<file path="src/rtl/core/vtpc_pkg.sv">
// vtpc_pkg: shared types, constants and helpers for the vertex transform pipeline
// no dependencies
package vtpc_pkg;

  // quotient magnitude bits kept by the divider, one bit per stage
  localparam int unsigned QBits = 17;
  localparam int unsigned RemBits = 23;

  // configuration register indexes
  typedef enum logic [2:0] {
    CFG_X_COEF  = 3'd0,
    CFG_Y_COEF  = 3'd1,
    CFG_Z_COEF  = 3'd2,
    CFG_TRANS   = 3'd3,
    CFG_ZOOM    = 3'd4,
    CFG_BOUNDS  = 3'd5,
    CFG_OFFSETS = 3'd6,
    CFG_MODE    = 3'd7
  } cfg_idx_e;

  localparam logic [4:0] CodeBehind = 5'b10000;

  // configuration as seen by the pipeline
  typedef struct packed {
    logic [53:0] x_coef;
    logic [53:0] y_coef;
    logic [53:0] z_coef;
    logic [59:0] trans;
    logic [23:0] zoom;
    logic [63:0] bounds;
    logic [31:0] offsets;
    logic        mode;
  } cfg_t;

  // eye-space word
  typedef struct packed {
    logic signed [23:0] ex;
    logic signed [23:0] ey;
    logic signed [23:0] ez;
    logic               last;
  } eye_t;

  // word travelling through the divider stages
  typedef struct packed {
    eye_t                 eye;
    logic [3:0]           code;
    logic                 behind;
    logic                 sign_h;
    logic                 sign_v;
    logic                 ovf_h;
    logic                 ovf_v;
    logic [RemBits-1:0]   dvs;
    logic [RemBits-1:0]   rem_h;
    logic [RemBits-1:0]   rem_v;
    logic [QBits-1:0]     low_h;
    logic [QBits-1:0]     low_v;
    logic [QBits-1:0]     q_h;
    logic [QBits-1:0]     q_v;
  } div_t;

  function automatic logic signed [23:0] sat24(input logic signed [25:0] v);
    logic signed [25:0] hi;
    logic signed [25:0] lo;
    hi = 26'sd8388607;
    lo = -26'sd8388608;
    if (v > hi) sat24 = 24'sd8388607;
    else if (v < lo) sat24 = -24'sd8388608;
    else sat24 = v[23:0];
  endfunction

  function automatic logic signed [15:0] sat16(input logic signed [18:0] v);
    logic signed [18:0] hi;
    logic signed [18:0] lo;
    hi = 19'sd32767;
    lo = -19'sd32768;
    if (v > hi) sat16 = 16'sd32767;
    else if (v < lo) sat16 = -16'sd32768;
    else sat16 = v[15:0];
  endfunction

endpackage

</file>
<file path="src/rtl/core/vtpc_div_stage.sv">
// vtpc_div_stage: one restoring division step for both screen axes
// depends on vtpc_pkg
module vtpc_div_stage (
  input  logic           clk_i,
  input  logic           rst_ni,
  input  logic           en_i,
  input  logic           valid_i,
  input  vtpc_pkg::div_t div_i,
  output logic           valid_o,
  output vtpc_pkg::div_t div_o
);
  import vtpc_pkg::*;

  div_t div_d, div_q;
  logic valid_q;

  // shift in the next dividend bit, subtract when it fits
  always_comb begin
    logic [RemBits:0] th, tv;
    logic             gh, gv;
    th = {div_i.rem_h, div_i.low_h[QBits-1]};
    tv = {div_i.rem_v, div_i.low_v[QBits-1]};
    gh = th >= {1'b0, div_i.dvs};
    gv = tv >= {1'b0, div_i.dvs};
    div_d = div_i;
    div_d.rem_h = gh ? RemBits'(th - {1'b0, div_i.dvs}) : th[RemBits-1:0];
    div_d.rem_v = gv ? RemBits'(tv - {1'b0, div_i.dvs}) : tv[RemBits-1:0];
    div_d.low_h = {div_i.low_h[QBits-2:0], 1'b0};
    div_d.low_v = {div_i.low_v[QBits-2:0], 1'b0};
    div_d.q_h   = {div_i.q_h[QBits-2:0], gh};
    div_d.q_v   = {div_i.q_v[QBits-2:0], gv};
  end

  always_ff @(posedge clk_i or negedge rst_ni) begin
    if (!rst_ni) valid_q <= 1'b0;
    else if (en_i) valid_q <= valid_i;
  end

  always_ff @(posedge clk_i) begin
    if (en_i) div_q <= div_d;
  end

  assign valid_o = valid_q;
  assign div_o   = div_q;

endmodule

</file>
<file path="config.mk">
export PLATFORM = sky130hd
export DESIGN_NAME = vtpc_div_stage
export DESIGN_NICKNAME = d
export VERILOG_FILES = /design/src/rtl/core/vtpc_pkg.sv /design/src/rtl/core/vtpc_div_stage.sv
export SDC_FILE = /design/constraint.sdc
export NUM_CORES = 1
export LEC_CHECK = 0
export ABC_AREA = 1
export BUFFER_PORTS_ARGS = -buffer_cell sky130_fd_sc_hd__buf_2
export CORE_MARGIN = 8
export CORE_UTILIZATION = 32
export DETAILED_ROUTE_END_ITERATION = 8
export SYNTH_ARGS = -nofsm -noshare
export SYNTH_HDL_FRONTEND = slang
export SYNTH_SLANG_ARGS = --single-unit
export TNS_END_PERCENT = 10
</file>
<file path="constraint.sdc">
create_clock -name clk_i -period 1.2 [get_ports clk_i]
set_input_delay 0.3 -clock clk_i [delete_from_list [all_inputs] [get_ports clk_i]]
set_output_delay 0.3 -clock clk_i [all_outputs]
set_load 0.01 [all_outputs]
</file>
==> flow_metrics.tcl <==
set metrics [dict create \
    status "complete, but fails checks" \
    violations "setup timing" \
    crit_buf_inv 4 \
    max_freq_mhz 606 \
    p_sw_share_pct 28.9 \
    hold_class "input pin to flop" \
    ys_warn_count 0 \
    vias 10800 \
    drv_slew 0 \
    cts_buffers 24 \
    path_clk_slew_ns 0.06 \
    worstSetupPathType "input pin to flop" \
    clock_path_buffers 3 \
    layout.cells.non_filler 2367 \
    die_h_um 201 \
    htreeDepth 1 \
    ios 443 \
    fin_ws_ns -0.450 \
    startpoint_type "input pin" \
    critPathCaptureType "flop" \
    antenna_found_initial 6 \
    ir_drop_mv 0.944 \
    row_count 68 \
    syn_area_per_cell_um2 10.0 \
    area_growth_pct 70.7 \
    cts_sinks 218 \
    cpMaxStageDelayCell "ha_1" \
    coreArea_um2 34200 \
    cp_top_family "buffers and inverters" \
    cts-root-buf "clkbuf_16" \
    finalPower_mw 22.7 \
    drc 0 \
    synth_most_common_cell "nand2_1" \
    drt_iter0_markers 480 \
    hold_path_depth 3 \
    routabilityCongestion 0.944 \
    cts_tree "done" \
    clkLatencyLatePin_ns 0.51 \
    rr_worst_depth 1 \
    setup-violations-final 266 \
    start_util_pct 32.2 \
    ys_ff_latch 218 \
    clkPwrFrac_pct 31.4 \
    fin_crit_ns 1.65 \
    io_buffers 438 \
    synthCells 1095 \
    synth.distinct_cells 31 \
    nNetsFinal 2166 \
    wl_per_cell_um 20.0 \
    final_core_util_pct 54.9 \
    synthFlopType "edfxtp_1" \
    rsz0062_at_grt "yes" \
    powerDensity_nw_per_um2 1210 \
    max_stage_delay_ns 0.32 \
    synth_top_area_share_pct 59.2 \
    grt_first_pass_wirelength_mm 69.1 \
    finalClockSkew_ns 0 \
    finalCritPeriodShare_pct 138 \
    viasPerCell 4.56 \
    crit_required_ns 1.49 \
    internal_power_mw 16.2 \
    seq_area_frac_synth_pct 59.5 \
    grt_max_degree 40 \
    drt_wl_total_mm 47.3 \
    hpwl_mm 35.3 \
    p_seq_share_pct 41.6 \
    drive_above_1_share_pct 47.1 \
    cp_num_cells 11 \
    syn_area_um2 11000 \
    netlist_top_cells_count "nand2_1, edfxtp_1, inv_1" \
    crit_arrival_ns 1.94 \
    dp_slack_ns -1.04 \
    first_pass_iters 5 \
    ant_nets 0 \
    dieWidth_um 201 \
    synth-edff-count 217 \
    combPwrFrac_pct 27.0 \
    grt_pass1_vias 11300 \
    async_flop_share_pct 0.459 \
    crit_chain "buf_2 -> inv_2 -> ha_1 -> nand2_1 -> nor2_2 -> buf_4 -> a21oi_4 -> nand4_4 -> clkbuf_16 -> nand2_4 -> o21ai_2" \
    cp_max_fo 7 \
    yosysTopAreaCell "edfxtp_1" \
    maxCapViolations 0 \
    grtUsageTotal_pct 22.1 \
    design.die.area_um2 40600 \
    leakagePower_nw 8.94 \
    post-place-cells 2127 \
    synthTopCellsByArea "edfxtp_1, nand2_1, inv_1" \
    overflow 0 \
    hold_viol 0 \
    power.switching_mw 6.56 \
]
==> routing by layer <==
| metal | share of wire [%] | track usage (%) | vias to the layer above |
|---|---|---|---|
| met1 | 37 | 23.8 | 5038 |
| met4 | 5.2 | 10.3 | 8 |
| met2 | 51 | 40.3 | 476 |
| li1 | - | - | 5171 |
| met3 | 6.9 | 5.24 | 105 |
| met5 | 0.095 | 0 | - |
==> layout make-up <==
class	count	area, µm²
fillers	2968	15400
flip-flops and latches	218	6540
repair buffers	786	5550
multi-input cells	656	4540
inverters	209	832
clock buffers	27	612
well taps	455	569
clock inverters	14	126
diodes	2	5.00
==> cells in the final DEF (no fill, tap or decap), types with 17 or more instances in the layout <==
cell,instances
buf_2,425
buf_4,158
buf_6,17
clkbuf_16,27
dlygate4sd3_1,165
edfxtp_1,217
ha_4,38
inv_1,177
inv_2,22
nand2_1,287
nand2_2,62
nand3_1,29
nand3_2,22
nand4_1,31
nor2_1,36
o21ai_2,26
==> worst min-delay path: cells and delay by family <==
| family | cells | cell delay (ns) |
|---|---|---|
| AND/OR/NAND/NOR | 2 | 0.15 |
| buffers and inverters | 1 | 0.09 |
==> power by group through the flow <==
stage | sequential, mW | clock (mW) | combinational (mW)
final | 9.47 | 7.14 | 6.14
after global routing | 9.53 | 7.59 | 6.64
after CTS | 9.44 | 7.37 | 5.83
after detailed placement | 9.58 | 0 | 4.90
after global placement | 9.59 | 0 | 4.85
after floorplan | 9.98 | 0 | 1.91
==> per-stage QoR <==
step / hold WS (ns) / area (µm²) / TNS (ns)
2_1_floorplan: 0.00441 / 11200 / -30.56
3_3_place_gp: 0.0748 / 15100 / -45.56
3_5_place_dp: 0.0803 / 15100 / -46.00
4_1_cts: 0.0588 / 18300 / -52.68
5_1_grt: 0.0714 / 18800 / -62.33
6_report: 0.0957 / 18800 / -49.80
==> registers in the layout, indices dropped and copies added (netlist names) <==
name / count
div_o: 217
valid_o: 1
==> path summary, 6_finish.rpt <==
| check | startpoint | to | slack [ns] |
|---|---|---|---|
| hold / removal | div_i[89] | div_o[90] | 0.1 |
| max in group asynchronous | rst_ni | valid_o | 1.01 |
| hold reg to reg | valid_o | valid_o | 0.55 |
| min in group asynchronous | rst_ni | valid_o | 0.11 |
| setup / recovery | div_i[136] | div_o[100] | -0.45 |
| setup reg to reg | valid_o | valid_o | 0.43 |
==> what timing repair did <==
| action | 4_1_cts | 5_1_grt |
|---|---|---|
| resized for setup | 144 | 100 |
| hold endpoints to repair | 165 | 0 |
| pin swaps | 36 | 33 |
| cloned | 4 | 3 |
| hold buffers | 165 | 0 |
| setup endpoints to repair | 266 | 266 |
| buffers inserted | 18 | 8 |
==> cells by family after synthesis <==
| group | count (synthesis) | share of synthesized area, % |
|---|---|---|
| AO/OA/AOI/OAI | 48 | 3.06 |
| XOR/XNOR | 18 | 1.43 |
| adder cells (fa/ha/maj) | 48 | 5.60 |
| buffers and inverters | 223 | 8.43 |
| flip-flops | 218 | 59.5 |
| multiplexers | 1 | 0.102 |
| other | 1 | 0.0341 |
| AND/OR/NAND/NOR | 538 | 21.9 |
Note: power is estimated with default switching activity, not from simulation.
